## src/hdl/stt_pkg.sv

```systemverilog
package stt_pkg;

	localparam int STT_KEYWORD_CHARS = 8;
	localparam int STT_LINE_BITS     = 16;
	localparam int STT_LENGTH_BITS   = 8;

	typedef struct packed {
		logic [7:0] char_code;
		logic       end_of_input;
	} stt_in_t;

	typedef struct packed {
		logic [4:0]  token_kind;
		logic [15:0] line_number;
		logic [7:0]  lexeme_length;
		logic        last_of_run;
	} stt_tok_t;

	localparam logic [4:0] K_IDENT   = 5'd0;
	localparam logic [4:0] K_ICONST  = 5'd1;
	localparam logic [4:0] K_RCONST  = 5'd2;
	localparam logic [4:0] K_SCONST  = 5'd3;
	localparam logic [4:0] K_BCONST  = 5'd4;
	localparam logic [4:0] K_PLUS    = 5'd5;
	localparam logic [4:0] K_MINUS   = 5'd6;
	localparam logic [4:0] K_MULT    = 5'd7;
	localparam logic [4:0] K_DIV     = 5'd8;
	localparam logic [4:0] K_ASSOP   = 5'd9;
	localparam logic [4:0] K_EQUAL   = 5'd10;
	localparam logic [4:0] K_GTHAN   = 5'd11;
	localparam logic [4:0] K_LTHAN   = 5'd12;
	localparam logic [4:0] K_AND     = 5'd13;
	localparam logic [4:0] K_OR      = 5'd14;
	localparam logic [4:0] K_NOT     = 5'd15;
	localparam logic [4:0] K_COMMA   = 5'd16;
	localparam logic [4:0] K_LPAREN  = 5'd17;
	localparam logic [4:0] K_RPAREN  = 5'd18;
	localparam logic [4:0] K_SEMICOL = 5'd19;
	localparam logic [4:0] K_ERR     = 5'd20;
	localparam logic [4:0] K_DONE    = 5'd21;
	localparam logic [4:0] K_PROGRAM = 5'd22;
	localparam logic [4:0] K_PRINT   = 5'd23;
	localparam logic [4:0] K_INT     = 5'd24;
	localparam logic [4:0] K_END     = 5'd25;
	localparam logic [4:0] K_FLOAT   = 5'd26;
	localparam logic [4:0] K_BOOL    = 5'd27;
	localparam logic [4:0] K_ELSE    = 5'd28;
	localparam logic [4:0] K_IF      = 5'd29;
	localparam logic [4:0] K_THEN    = 5'd30;

	localparam logic [7:0] CH_NL     = 8'h0a;
	localparam logic [7:0] CH_TAB    = 8'h09;
	localparam logic [7:0] CH_CR     = 8'h0d;
	localparam logic [7:0] CH_SPACE  = 8'h20;
	localparam logic [7:0] CH_NOT    = 8'h21;
	localparam logic [7:0] CH_QUOTE  = 8'h22;
	localparam logic [7:0] CH_DOLLAR = 8'h24;
	localparam logic [7:0] CH_AMP    = 8'h26;
	localparam logic [7:0] CH_LPAREN = 8'h28;
	localparam logic [7:0] CH_RPAREN = 8'h29;
	localparam logic [7:0] CH_STAR   = 8'h2a;
	localparam logic [7:0] CH_PLUS   = 8'h2b;
	localparam logic [7:0] CH_COMMA  = 8'h2c;
	localparam logic [7:0] CH_MINUS  = 8'h2d;
	localparam logic [7:0] CH_DOT    = 8'h2e;
	localparam logic [7:0] CH_SLASH  = 8'h2f;
	localparam logic [7:0] CH_0      = 8'h30;
	localparam logic [7:0] CH_9      = 8'h39;
	localparam logic [7:0] CH_SEMI   = 8'h3b;
	localparam logic [7:0] CH_LT     = 8'h3c;
	localparam logic [7:0] CH_EQ     = 8'h3d;
	localparam logic [7:0] CH_GT     = 8'h3e;
	localparam logic [7:0] CH_AT     = 8'h40;
	localparam logic [7:0] CH_UA     = 8'h41;
	localparam logic [7:0] CH_UZ     = 8'h5a;
	localparam logic [7:0] CH_UNDER  = 8'h5f;
	localparam logic [7:0] CH_LA     = 8'h61;
	localparam logic [7:0] CH_LZ     = 8'h7a;
	localparam logic [7:0] CH_BAR    = 8'h7c;

	localparam int KW_COUNT = 11;

	localparam logic [0:KW_COUNT-1][55:0] KW_TEXT = {
		"PROGRAM", "PRINT  ", "INT    ", "END    ", "FLOAT  ", "BOOL   ",
		"ELSE   ", "IF     ", "THEN   ", "TRUE   ", "FALSE  "
	};
	localparam logic [0:KW_COUNT-1][2:0] KW_LEN = {
		3'd7, 3'd5, 3'd3, 3'd3, 3'd5, 3'd4, 3'd4, 3'd2, 3'd4, 3'd4, 3'd5
	};
	localparam logic [0:KW_COUNT-1][4:0] KW_KIND = {
		K_PROGRAM, K_PRINT, K_INT, K_END, K_FLOAT, K_BOOL,
		K_ELSE, K_IF, K_THEN, K_BCONST, K_BCONST
	};

	function automatic logic is_digit(input logic [7:0] c);
		return (c >= CH_0) && (c <= CH_9);
	endfunction

	function automatic logic is_alpha(input logic [7:0] c);
		return ((c >= CH_LA) && (c <= CH_LZ)) || ((c >= CH_UA) && (c <= CH_UZ));
	endfunction

	function automatic logic is_space(input logic [7:0] c);
		return (c == CH_SPACE) || ((c >= CH_TAB) && (c <= CH_CR));
	endfunction

	function automatic logic [7:0] to_upper(input logic [7:0] c);
		return ((c >= CH_LA) && (c <= CH_LZ)) ? c - 8'h20 : c;
	endfunction

	// ch holds the first seven upper-cased characters, first one in the top byte
	function automatic logic [4:0] kw_kind(input logic [55:0] ch, input logic [2:0] n);
		logic [4:0] k;
		logic       hit;
		k = K_IDENT;
		for (int i = KW_COUNT - 1; i >= 0; i--) begin
			hit = (KW_LEN[i] == n);
			for (int j = 0; j < 7; j++) begin
				if ((3'(j) < KW_LEN[i]) && (ch[55-8*j -: 8] != KW_TEXT[i][55-8*j -: 8]))
					hit = 1'b0;
			end
			if (hit)
				k = KW_KIND[i];
		end
		return k;
	endfunction

endpackage

```

## src/hdl/source_text_tokenizer.sv

```systemverilog
// channel  | valid / ready         | payload                     | transfer
// ---------+-----------------------+-----------------------------+---------------------------
// source   | src_valid / src_ready | src_data  (stt_in_t)        | one character or end mark
// tokens   | tok_valid / tok_ready | tok_data  (stt_tok_t)       | one token
//
// One character is scanned per cycle; its zero, one or two tokens enter a
// four-entry result queue in the same cycle and leave it one per cycle.
// src_ready is high while the queue has at least two free entries.
// Reset clears the scanner state and the queue; the keyword buffer is not reset.
// A stall on the token side fills the queue and then holds src_ready low.
module source_text_tokenizer #(
	parameter int KEYWORD_CHARS = stt_pkg::STT_KEYWORD_CHARS,
	parameter int LINE_BITS     = stt_pkg::STT_LINE_BITS,
	parameter int LENGTH_BITS   = stt_pkg::STT_LENGTH_BITS
) (
	input  logic              clk,
	input  logic              arst_n,
	input  logic              src_valid,
	output logic              src_ready,
	input  stt_pkg::stt_in_t  src_data,
	output logic              tok_valid,
	input  logic              tok_ready,
	output stt_pkg::stt_tok_t tok_data
);
	import stt_pkg::*;

	localparam logic [2:0] M_START   = 3'd0;
	localparam logic [2:0] M_IDENT   = 3'd1;
	localparam logic [2:0] M_INT     = 3'd2;
	localparam logic [2:0] M_REAL    = 3'd3;
	localparam logic [2:0] M_STRING  = 3'd4;
	localparam logic [2:0] M_COMMENT = 3'd5;

	localparam int KW_IDX_BITS = $clog2(KEYWORD_CHARS);
	localparam logic [LENGTH_BITS-1:0] LEN_MAX  = {LENGTH_BITS{1'b1}};
	localparam logic [LINE_BITS-1:0]   LINE_MAX = {LINE_BITS{1'b1}};
	localparam int QDEPTH    = 4;
	localparam int QPTR_BITS = 2;

	logic [2:0]             mode_q;
	logic                   dot_q;
	logic [7:0]             held_q;
	logic                   hv_q;
	logic [LINE_BITS-1:0]   line_q;
	logic [LENGTH_BITS-1:0] len_q;
	logic [7:0]             kw_q [KEYWORD_CHARS];

	stt_tok_t               que_q [QDEPTH];
	logic [QPTR_BITS-1:0]   wptr_q;
	logic [QPTR_BITS-1:0]   rptr_q;
	logic [QPTR_BITS:0]     cnt_q;

	logic       take;
	logic       pop;
	logic [7:0] c;
	logic       eoi;

	function automatic logic [LENGTH_BITS-1:0] len_inc(input logic [LENGTH_BITS-1:0] x);
		return (x == LEN_MAX) ? x : x + 1'b1;
	endfunction

	assign take = src_valid && src_ready;
	assign pop  = tok_valid && tok_ready;
	assign c    = src_data.char_code;
	assign eoi  = src_data.end_of_input;

	// identifier kind from the buffered characters
	logic [55:0] kw_chars;
	logic [4:0]  ident_kind;

	always_comb begin
		for (int j = 0; j < 7; j++)
			kw_chars[55-8*j -: 8] = kw_q[j];
		ident_kind = (len_q < LENGTH_BITS'(8)) ? kw_kind(kw_chars, len_q[2:0]) : K_IDENT;
	end

	// start of a new token from c
	logic [2:0]             sc_mode;
	logic                   sc_hold;
	logic                   sc_set_len;
	logic [LENGTH_BITS-1:0] sc_len;
	logic                   sc_kw;
	logic                   sc_emit;
	logic [4:0]             sc_kind;

	always_comb begin
		sc_mode    = M_START;
		sc_hold    = 1'b0;
		sc_set_len = 1'b0;
		sc_len     = '0;
		sc_kw      = 1'b0;
		sc_emit    = 1'b0;
		sc_kind    = K_ERR;
		if (is_space(c)) begin
			sc_mode = M_START;
		end else if (is_alpha(c) || (c == CH_UNDER)) begin
			sc_mode    = M_IDENT;
			sc_set_len = 1'b1;
			sc_len     = LENGTH_BITS'(1);
			sc_kw      = 1'b1;
		end else if (is_digit(c)) begin
			sc_mode    = M_INT;
			sc_set_len = 1'b1;
			sc_len     = LENGTH_BITS'(1);
		end else if (c == CH_QUOTE) begin
			sc_mode    = M_STRING;
			sc_set_len = 1'b1;
		end else begin
			case (c) inside
				CH_SLASH, CH_AMP, CH_BAR, CH_EQ: sc_hold = 1'b1;
				CH_PLUS:   begin sc_emit = 1'b1; sc_kind = K_PLUS;    end
				CH_MINUS:  begin sc_emit = 1'b1; sc_kind = K_MINUS;   end
				CH_STAR:   begin sc_emit = 1'b1; sc_kind = K_MULT;    end
				CH_GT:     begin sc_emit = 1'b1; sc_kind = K_GTHAN;   end
				CH_LT:     begin sc_emit = 1'b1; sc_kind = K_LTHAN;   end
				CH_NOT:    begin sc_emit = 1'b1; sc_kind = K_NOT;     end
				CH_LPAREN: begin sc_emit = 1'b1; sc_kind = K_LPAREN;  end
				CH_RPAREN: begin sc_emit = 1'b1; sc_kind = K_RPAREN;  end
				CH_SEMI:   begin sc_emit = 1'b1; sc_kind = K_SEMICOL; end
				CH_COMMA:  begin sc_emit = 1'b1; sc_kind = K_COMMA;   end
				CH_DOT, CH_DOLLAR: begin sc_emit = 1'b1; sc_kind = K_ERR; end
				default: sc_emit = 1'b0;
			endcase
		end
	end

	// scanner step
	logic [2:0]                n_mode;
	logic                      n_dot;
	logic [7:0]                n_held;
	logic                      n_hv;
	logic [LINE_BITS-1:0]      n_line;
	logic [LENGTH_BITS-1:0]    n_len;
	logic                      kw_we;
	logic [KW_IDX_BITS-1:0]    kw_wa;
	logic [7:0]                kw_wd;
	logic                      a_v;
	logic [4:0]                a_k;
	logic [LENGTH_BITS-1:0]    a_l;
	logic                      b_v;
	logic [4:0]                b_k;
	logic [LENGTH_BITS-1:0]    b_l;

	always_comb begin
		logic call_sc;
		logic nl;
		call_sc = 1'b0;
		nl      = 1'b0;
		n_mode  = mode_q;
		n_dot   = dot_q;
		n_held  = held_q;
		n_hv    = hv_q;
		n_len   = len_q;
		n_line  = line_q;
		kw_we   = 1'b0;
		kw_wa   = len_q[KW_IDX_BITS-1:0];
		kw_wd   = to_upper(c);
		a_v     = 1'b0;
		a_k     = K_ERR;
		a_l     = len_q;
		b_v     = 1'b0;
		b_k     = K_DONE;
		b_l     = '0;
		if (eoi) begin
			case (mode_q)
				M_START: begin
					if (hv_q) begin
						a_v = 1'b1;
						a_l = LENGTH_BITS'(1);
						if (held_q == CH_SLASH)
							a_k = K_DIV;
						else if ((held_q == CH_AMP) || (held_q == CH_BAR))
							a_k = K_ERR;
						else
							a_k = K_ASSOP;
					end
				end
				M_IDENT: begin a_v = 1'b1; a_k = ident_kind; end
				M_INT:   begin a_v = 1'b1; a_k = K_ICONST; end
				M_REAL: begin
					a_v = 1'b1;
					if (hv_q) begin
						a_k = K_ERR;
						a_l = len_inc(len_q);
					end else begin
						a_k = K_RCONST;
					end
				end
				M_STRING: begin a_v = 1'b1; a_k = K_ERR; a_l = len_inc(len_q); end
				default: a_v = 1'b0;
			endcase
			b_v    = 1'b1;
			n_mode = M_START;
			n_dot  = 1'b0;
			n_held = '0;
			n_hv   = 1'b0;
			n_len  = '0;
			n_line = '0;
		end else begin
			case (mode_q)
				M_START: begin
					if (!hv_q) begin
						call_sc = 1'b1;
					end else begin
						n_hv = 1'b0;
						if (held_q == CH_SLASH) begin
							if (c == CH_STAR) begin
								n_mode = M_COMMENT;
							end else begin
								a_v = 1'b1; a_k = K_DIV; a_l = LENGTH_BITS'(1);
								call_sc = 1'b1;
							end
						end else if ((held_q == CH_AMP) || (held_q == CH_BAR)) begin
							a_v = 1'b1;
							if (c == held_q) begin
								a_k = (held_q == CH_AMP) ? K_AND : K_OR;
								a_l = LENGTH_BITS'(2);
							end else begin
								a_k = K_ERR; a_l = LENGTH_BITS'(1);
								call_sc = 1'b1;
							end
						end else begin
							a_v = 1'b1;
							if (c == CH_EQ) begin
								a_k = K_EQUAL; a_l = LENGTH_BITS'(2);
							end else begin
								a_k = K_ASSOP; a_l = LENGTH_BITS'(1);
								call_sc = 1'b1;
							end
						end
					end
				end
				M_IDENT: begin
					if (is_alpha(c) || is_digit(c) || (c == CH_UNDER) || (c == CH_AT)) begin
						kw_we = (32'(len_q) < KEYWORD_CHARS);
						n_len = len_inc(len_q);
					end else begin
						a_v = 1'b1; a_k = ident_kind;
						call_sc = 1'b1;
					end
				end
				M_INT: begin
					if (is_digit(c)) begin
						n_len = len_inc(len_q);
					end else if (c == CH_DOT) begin
						n_mode = M_REAL;
						n_dot  = 1'b0;
						n_held = c;
						n_hv   = 1'b1;
					end else begin
						a_v = 1'b1; a_k = K_ICONST;
						call_sc = 1'b1;
					end
				end
				M_REAL: begin
					if (hv_q) begin
						n_hv = 1'b0;
						if (is_digit(c) && !dot_q) begin
							n_dot = 1'b1;
							n_len = len_inc(len_inc(len_q));
						end else begin
							a_v = 1'b1; a_k = K_ERR; a_l = len_inc(len_q);
							call_sc = 1'b1;
						end
					end else if (is_digit(c)) begin
						n_len = len_inc(len_q);
					end else if (c == CH_DOT) begin
						n_held = c;
						n_hv   = 1'b1;
					end else begin
						a_v = 1'b1; a_k = K_RCONST;
						call_sc = 1'b1;
					end
				end
				M_STRING: begin
					if (c == CH_NL) begin
						a_v = 1'b1; a_k = K_ERR; a_l = len_inc(len_q);
						nl = 1'b1;
						n_mode = M_START;
					end else if (c == CH_QUOTE) begin
						a_v = 1'b1; a_k = K_SCONST;
						n_mode = M_START;
					end else begin
						n_len = len_inc(len_q);
					end
				end
				M_COMMENT: begin
					if (hv_q && (c == CH_SLASH)) begin
						n_hv   = 1'b0;
						n_mode = M_START;
					end else begin
						n_hv = (c == CH_STAR);
						if (c == CH_STAR)
							n_held = c;
						nl = (c == CH_NL);
					end
				end
				default: call_sc = 1'b1;
			endcase
			if (call_sc) begin
				n_mode = sc_mode;
				n_hv   = sc_hold;
				n_dot  = 1'b0;
				nl     = (c == CH_NL);
				if (sc_hold)
					n_held = c;
				if (sc_set_len)
					n_len = sc_len;
				if (sc_kw) begin
					kw_we = 1'b1;
					kw_wa = '0;
				end
				b_v = sc_emit;
				b_k = sc_kind;
				b_l = LENGTH_BITS'(1);
			end
			if (nl && (line_q != LINE_MAX))
				n_line = line_q + 1'b1;
		end
	end

	// results of this step, packed to the front
	stt_tok_t p0;
	stt_tok_t p1;
	logic     p1_v;
	logic     p0_v;

	always_comb begin
		p0_v = a_v || b_v;
		p1_v = a_v && b_v;
		p0.token_kind    = a_v ? a_k : b_k;
		p0.line_number   = 16'(line_q);
		p0.lexeme_length = 8'(a_v ? a_l : b_l);
		p0.last_of_run   = !p1_v;
		p1.token_kind    = b_k;
		p1.line_number   = 16'(line_q);
		p1.lexeme_length = 8'(b_l);
		p1.last_of_run   = 1'b1;
	end

	always_ff @(posedge clk or negedge arst_n) begin
		if (!arst_n) begin
			mode_q <= M_START;
			dot_q  <= 1'b0;
			held_q <= '0;
			hv_q   <= 1'b0;
			line_q <= '0;
			len_q  <= '0;
		end else if (take) begin
			mode_q <= n_mode;
			dot_q  <= n_dot;
			held_q <= n_held;
			hv_q   <= n_hv;
			line_q <= n_line;
			len_q  <= n_len;
		end
	end

	always_ff @(posedge clk) begin
		if (take && !eoi && kw_we)
			kw_q[kw_wa] <= kw_wd;
	end

	// result queue
	logic [1:0] npush;

	assign npush = take ? ({1'b0, p0_v} + {1'b0, p1_v}) : 2'd0;

	always_ff @(posedge clk) begin
		if (take && p0_v)
			que_q[wptr_q] <= p0;
		if (take && p1_v)
			que_q[wptr_q + 1'b1] <= p1;
	end

	always_ff @(posedge clk or negedge arst_n) begin
		if (!arst_n) begin
			wptr_q <= '0;
			rptr_q <= '0;
			cnt_q  <= '0;
		end else begin
			wptr_q <= wptr_q + QPTR_BITS'(npush);
			if (pop)
				rptr_q <= rptr_q + 1'b1;
			cnt_q <= cnt_q + (QPTR_BITS+1)'(npush) - (QPTR_BITS+1)'(pop);
		end
	end

	assign src_ready = (cnt_q <= (QPTR_BITS+1)'(QDEPTH - 2));
	assign tok_valid = (cnt_q != '0);
	assign tok_data  = que_q[rptr_q];

	a_cnt_bound: assert property (@(posedge clk) disable iff (!arst_n)
		cnt_q <= (QPTR_BITS+1)'(QDEPTH))
		else $error("result queue count out of range");

	a_room: assert property (@(posedge clk) disable iff (!arst_n)
		take |=> cnt_q <= (QPTR_BITS+1)'(QDEPTH))
		else $error("result queue overrun");

	a_eoi_clear: assert property (@(posedge clk) disable iff (!arst_n)
		take && eoi |=> (mode_q == M_START) && !hv_q && (len_q == '0) && (line_q == '0))
		else $error("scanner state not cleared after end of input");

	a_done_last: assert property (@(posedge clk) disable iff (!arst_n)
		tok_valid && (tok_data.token_kind == K_DONE) |-> tok_data.last_of_run)
		else $error("DONE token not marked last");

	a_no_hold: assert property (@(posedge clk) disable iff (!arst_n)
		(mode_q == M_IDENT) || (mode_q == M_INT) || (mode_q == M_STRING) |-> !hv_q)
		else $error("held character in a mode that never holds one");

endmodule
```

## config.mk

```make
export PLATFORM = sky130hd
export DESIGN_NAME = source_text_tokenizer
export DESIGN_NICKNAME = d
export VERILOG_FILES = /design/src/hdl/stt_pkg.sv /design/src/hdl/source_text_tokenizer.sv
export SDC_FILE = /design/constraint.sdc
export NUM_CORES = 1
export LEC_CHECK = 0
export ABC_CLOCK_PERIOD_IN_PS = 5800
export BUFFER_PORTS_ARGS = -buffer_cell sky130_fd_sc_hd__buf_2
export CORE_ASPECT_RATIO = 1.2
export CORE_MARGIN = 2
export CORE_UTILIZATION = 60
export DETAILED_ROUTE_END_ITERATION = 16
export PLACE_DENSITY_LB_ADDON = 0.3
export SYNTH_ARGS = -nofsm -noshare
export SYNTH_HDL_FRONTEND = slang
export SYNTH_SLANG_ARGS = --single-unit
```

## constraint.sdc

```tcl
create_clock -name clk -period 5.8 [get_ports clk]
set_input_delay 0.29 -clock clk [delete_from_list [all_inputs] [get_ports clk]]
set_output_delay 0.29 -clock clk [all_outputs]
set_load 0.01 [all_outputs]
```

# Word-level counts from Yosys, hierarchy flattened
# Memory sizes are Yosys's and may differ from the RTL's.
# Cells that the tools add are included.
# op_classes
magnitude_cmp,11
add_sub_neg,10
n_reduce_logical,39
eq_ne,79
mux,240
# op_table
cell,count
$mux 8,33
$ne 8x7->1 const B,32
$mux 5,42
$eq 8x6->1 const B,19
$mux 1,122
$pmux 8 s3,3
$mux 3,23
$eq 8x7->1 const B,4
$mux 16,2
$ne 4x4->1 const B,8
$pmux 8 s4,1
$pmux 5 s5,1
$pmux 5 s4,1
$add 16x1->16 const B,1
$add 8x1->8 const B,2
$eq 8x8->1 const B,2
$ge 8x7->1 const B,2
$le 8x7->1 const B,2
$lt 8x4->1 const B,2
$ne 16x16->1 const B,1
$logic_and 1x1->1,14
$pmux 3 s4,1
$reduce_bool 6->1,2
$mux 2,5
34 further kinds,54
# word_totals
reg_bits,44
input_bits,13
wordCells,390
memories,2
output_inout_bits,32
mem_bits_rw,184
# memory_table
memory,depth,word_bits,read_ports,rd_ports_with_merged_regs,wr,line,rtl
que_q,4,30,1,0,2,source_text_tokenizer.sv:48,stt_tok_t que_q [QDEPTH];
kw_q,8,8,7,0,1,source_text_tokenizer.sv:46,logic [7:0] kw_q [KEYWORD_CHARS];

# Depth between registers and ports, before layout
# logic_depth
ltp_word,25
mapped_depth,21
depth_no_buf,18

# Worst setup path before layout
# No wires, ideal clock.
# synth_timing
path_type,in2reg
startpoint,input port src_data[2] in the netlist's numbering
endpoint,memory que_q[0][10] in the netlist's numbering (enable)
path_buffers,5
required_ns,5.408
setup_ns,0.392
path_stages,16
arrival_ns,4.418
setup_slack_ns,0.990
path_cell_list,clkbuf_1 or4_1 o21ai_0 a21oi_1 nor3_2 nor3_1 a21boi_2 inv_1 buf_2 ha_1 or4_1 clkbuf_1 and2_1 clkbuf_1 inv_1 clkbuf_1
# synth_rtl
item,line,rtl
"start, declared",source_text_tokenizer.sv:20,"input stt_pkg::stt_in_t src_data,"
"end, declared",source_text_tokenizer.sv:48,

==> results.tsv <==
metric	value	unit
most frequent cell after synthesis	edfxtp_1	
Non-Filler Instances	1426	
Yosys reg bits	220	
H-tree Lvls	1	
Layout area overhead	8.805	%
Pre-Repair DR Iteration Count	5	
max-slew violations	0	
worst hold slack	141.1	ps
EDFF count, synth	144	
synth unique cells	99	
vias in the first global route	9508	
maximum root-to-sink buffer count	3	
Final HPWL DP	23.52	mm
clk_skew	14.35	ps
wire length of the first global-routing pass	52.43	mm
crit-path max cell delay	660	ps
part of the power in combinational logic	28.7	%
post-place instance area	0.01255	mm^2
Die X-Extent	134.4	um
CTS Sinks	220	
YS warnings	0	
CTS hold repair buffers	1	
Post-CTS Resized	0	
postcts setup bufs	0	
layout net count	1176	
final WL	33.53	mm
Final Power	4.892	mW
static leakage	4.785	nW
fmax	0.2046	GHz
initial drt markers	906	
Mean Syn Cell Area	10.86	um^2
Fin. Hold Viols	0	
CTS tree	built	
Post-Place Cells	1385	
CP arrival	5050	ps
switch share	32.17	%
largest net degree at the start of global routing	45	
routed len/inst	23.52	um
Min-Delay Path Class	in -> reg	
status	finished, final reports clean	
Final TNS setup	0	ps
Max IR drop VDD	333.5	uV
fin area	0.01331	mm^2
Syn Nets	1158	
GRT Total Usage	31.11	%
DRC	0	
fraction of registers with async set/reset	20.00	%
CP Capture Type	flop	
clk root buf	clkbuf_16	
type of the worst setup path	reg -> reg	
Vias per Instance	6.733	
CP Max Fanout	39	
RSZ-0062 raised after global routing	false	
dominant synthesized flop cell	edfxtp_1	
most frequent cells after synthesis	edfxtp_1 (144), nand2_1 (95), and2_1 (77)	
total die area	0.02155	mm^2
Synth Cell Area	0.01223	mm^2
Clock Pin Slew Worst Setup and Hold Paths	60	ps
Num CTS Buffers	22	
max_cap viols	0	
Core ar.	0.02011	mm^2
Psw	1.574	mW
main area contributors after synthesis	edfxtp_1 (35%), dfrtp_1 (9.0%), mux4_2 (5.5%)	
Clock Latency Late Sink	510	ps
GP Congestion	1.004	
Data required, critical path	5960	ps
Top cell by count, worst path	inv_1	
Final period util	84.28	%
n_diodes	0	
Final Critical Period	4888	ps
Worst Max-Slew Pin Slew	1190	ps
DIE HEIGHT	160.4	um
CP max stage cell	or4_1	
# rows	57	
I/O Buffers	44	
power share of the sequential group	41.1	%
sequential area share after synthesis	49.58	%
Clock power frac	30.2	%
endpoints failing setup	0	
post-synth top area share	35.34	%
cell accounting for the most synthesized area	edfxtp_1	
P per Cell Area	367.5	mW/mm^2
GRT overflow	0	
Internal	3.318	mW
Startpoint Class	flop	
share of layout cells above drive strength 1	14.90	%
FILL cells	1546	
Slew headroom	20.38	%
Initial Util	60.83	%
Gate Count Post-Synth	1127	
remaining antenna violation count	0	
Ports	45	
initial antenna violation count	0	
worst path cell trace	or2b_2 > nor2_1 > o21ai_0 > o21ai_4 > nor3_1 > a21boi_2 > inv_1 > ha_1 > or4_1 > and2_1 > inv_1 > buf_4	
Vias	9601	
layer usage:
metal / global-route usage (%) / part of all wire (%) / vias up
li1: - / - / 4336
met1: 36.66 / 37 / 4683
met4: 13.78 / 4.8 / 0
met2: 56.66 / 52 / 468
met5: 0 / 0 / -
met3: 3.788 / 5.8 / 114
flip-flops by register name, summed over array words and instances, names as in the netlist:
| name | flops |
|---|---|
| held_q | 8 |
| line_q | 16 |
| mode_q | 3 |
| kw_q | 56 |
| len_q | 8 |
| hv_q | 1 |
| rptr_q | 2 |
| que_q | 120 |
| wptr_q | 2 |
| cnt_q | 3 |
| dot_q | 1 |
worst max-delay path, delay by kind of cell (launching register included):
kind | cells | cell delay, ps
compound gates | 3 | 900
flops | 1 | 630
simple gates | 5 | 1850
fa+ha+maj | 1 | 340
buf+inv | 3 | 770
final cells by class:
cell class	count	area (um^2)	area share [%]
Clock inverter	14	147.6	1.109
Inverter	26	97.59	0.7332
Timing Repair Buffer	61	350.3	2.632
Sequential cell	220	6067	45.58
Multi-Input combinational cell	814	5710	42.90
Clock buffer	26	606.8	4.559
Tap cell	265	331.6	2.491
final timing paths:
path                                  startpoint                endpoint  slack, ps  cells past startpoint
max                        mode_q[2]$_DFFE_PN0P_  que_q[0][27]$_DFFE_PP_        910                     12
min                                    tok_ready   rptr_q[0]$_DFFE_PN0P_        140                      3
max reg2reg                mode_q[2]$_DFFE_PN0P_  que_q[0][27]$_DFFE_PP_        910                     12
min reg2reg                rptr_q[1]$_DFFE_PN0P_   rptr_q[1]$_DFFE_PN0P_        470                      1
max in group asynchronous                 arst_n   rptr_q[0]$_DFFE_PN0P_       4890                      3
min in group asynchronous                 arst_n    len_q[4]$_DFFE_PN0P_        400                      3
cells in the final DEF, fill, tap and decap left out, types with 8 or more instances in the layout:
master	n
inv_1	26
nor2b_1	10
a21oi_1	58
o21ai_0	57
nor4_1	12
o22ai_1	28
and3_1	10
dfrtp_1	43
and2_1	77
nor3_1	28
clkbuf_16	23
xor2_1	18
a22o_1	27
nor2_1	76
dfxtp_1	32
nand2b_1	13
nand4_1	14
nor3b_1	8
nor4b_1	9
buf_4	16
edfxtp_1	144
nand2_1	95
or3_1	17
ha_1	17
nand3_1	33
buf_2	44
mux4_2	30
or4_1	9
power groups by stage:
stage	logic [mW]	clock network, mW	registers (mW)
5_1_grt	1.53	1.55	2.03
6_report	1.40	1.48	2.01
3_5_place_dp	1.39	0	2.03
4_1_cts	1.40	1.49	2.00
3_3_place_gp	1.37	0	2.02
2_1_floorplan	1.04	0	1.96
kinds of logic after synthesis:
family | synth area share [%]
buffers and inverters | 3.743
and+or+nand+nor | 21.27
AOI/OAI and AO/OA | 15.82
adders and majority gates | 1.902
muxes | 5.962
DFF | 49.58
xor gates and xnor gates | 1.718
per-stage QoR:
step / worst slack (ps) / util (%)
3_5_place_dp: 752.2 / 62.39
6_report: 911.5 / 66.19
5_1_grt: 688.7 / 66.19
2_1_floorplan: 990.4 / -
3_3_place_gp: 916.7 / 62.39
4_1_cts: 999.6 / 66.19
No activity file was read; power rests on OpenSTA's default activity.
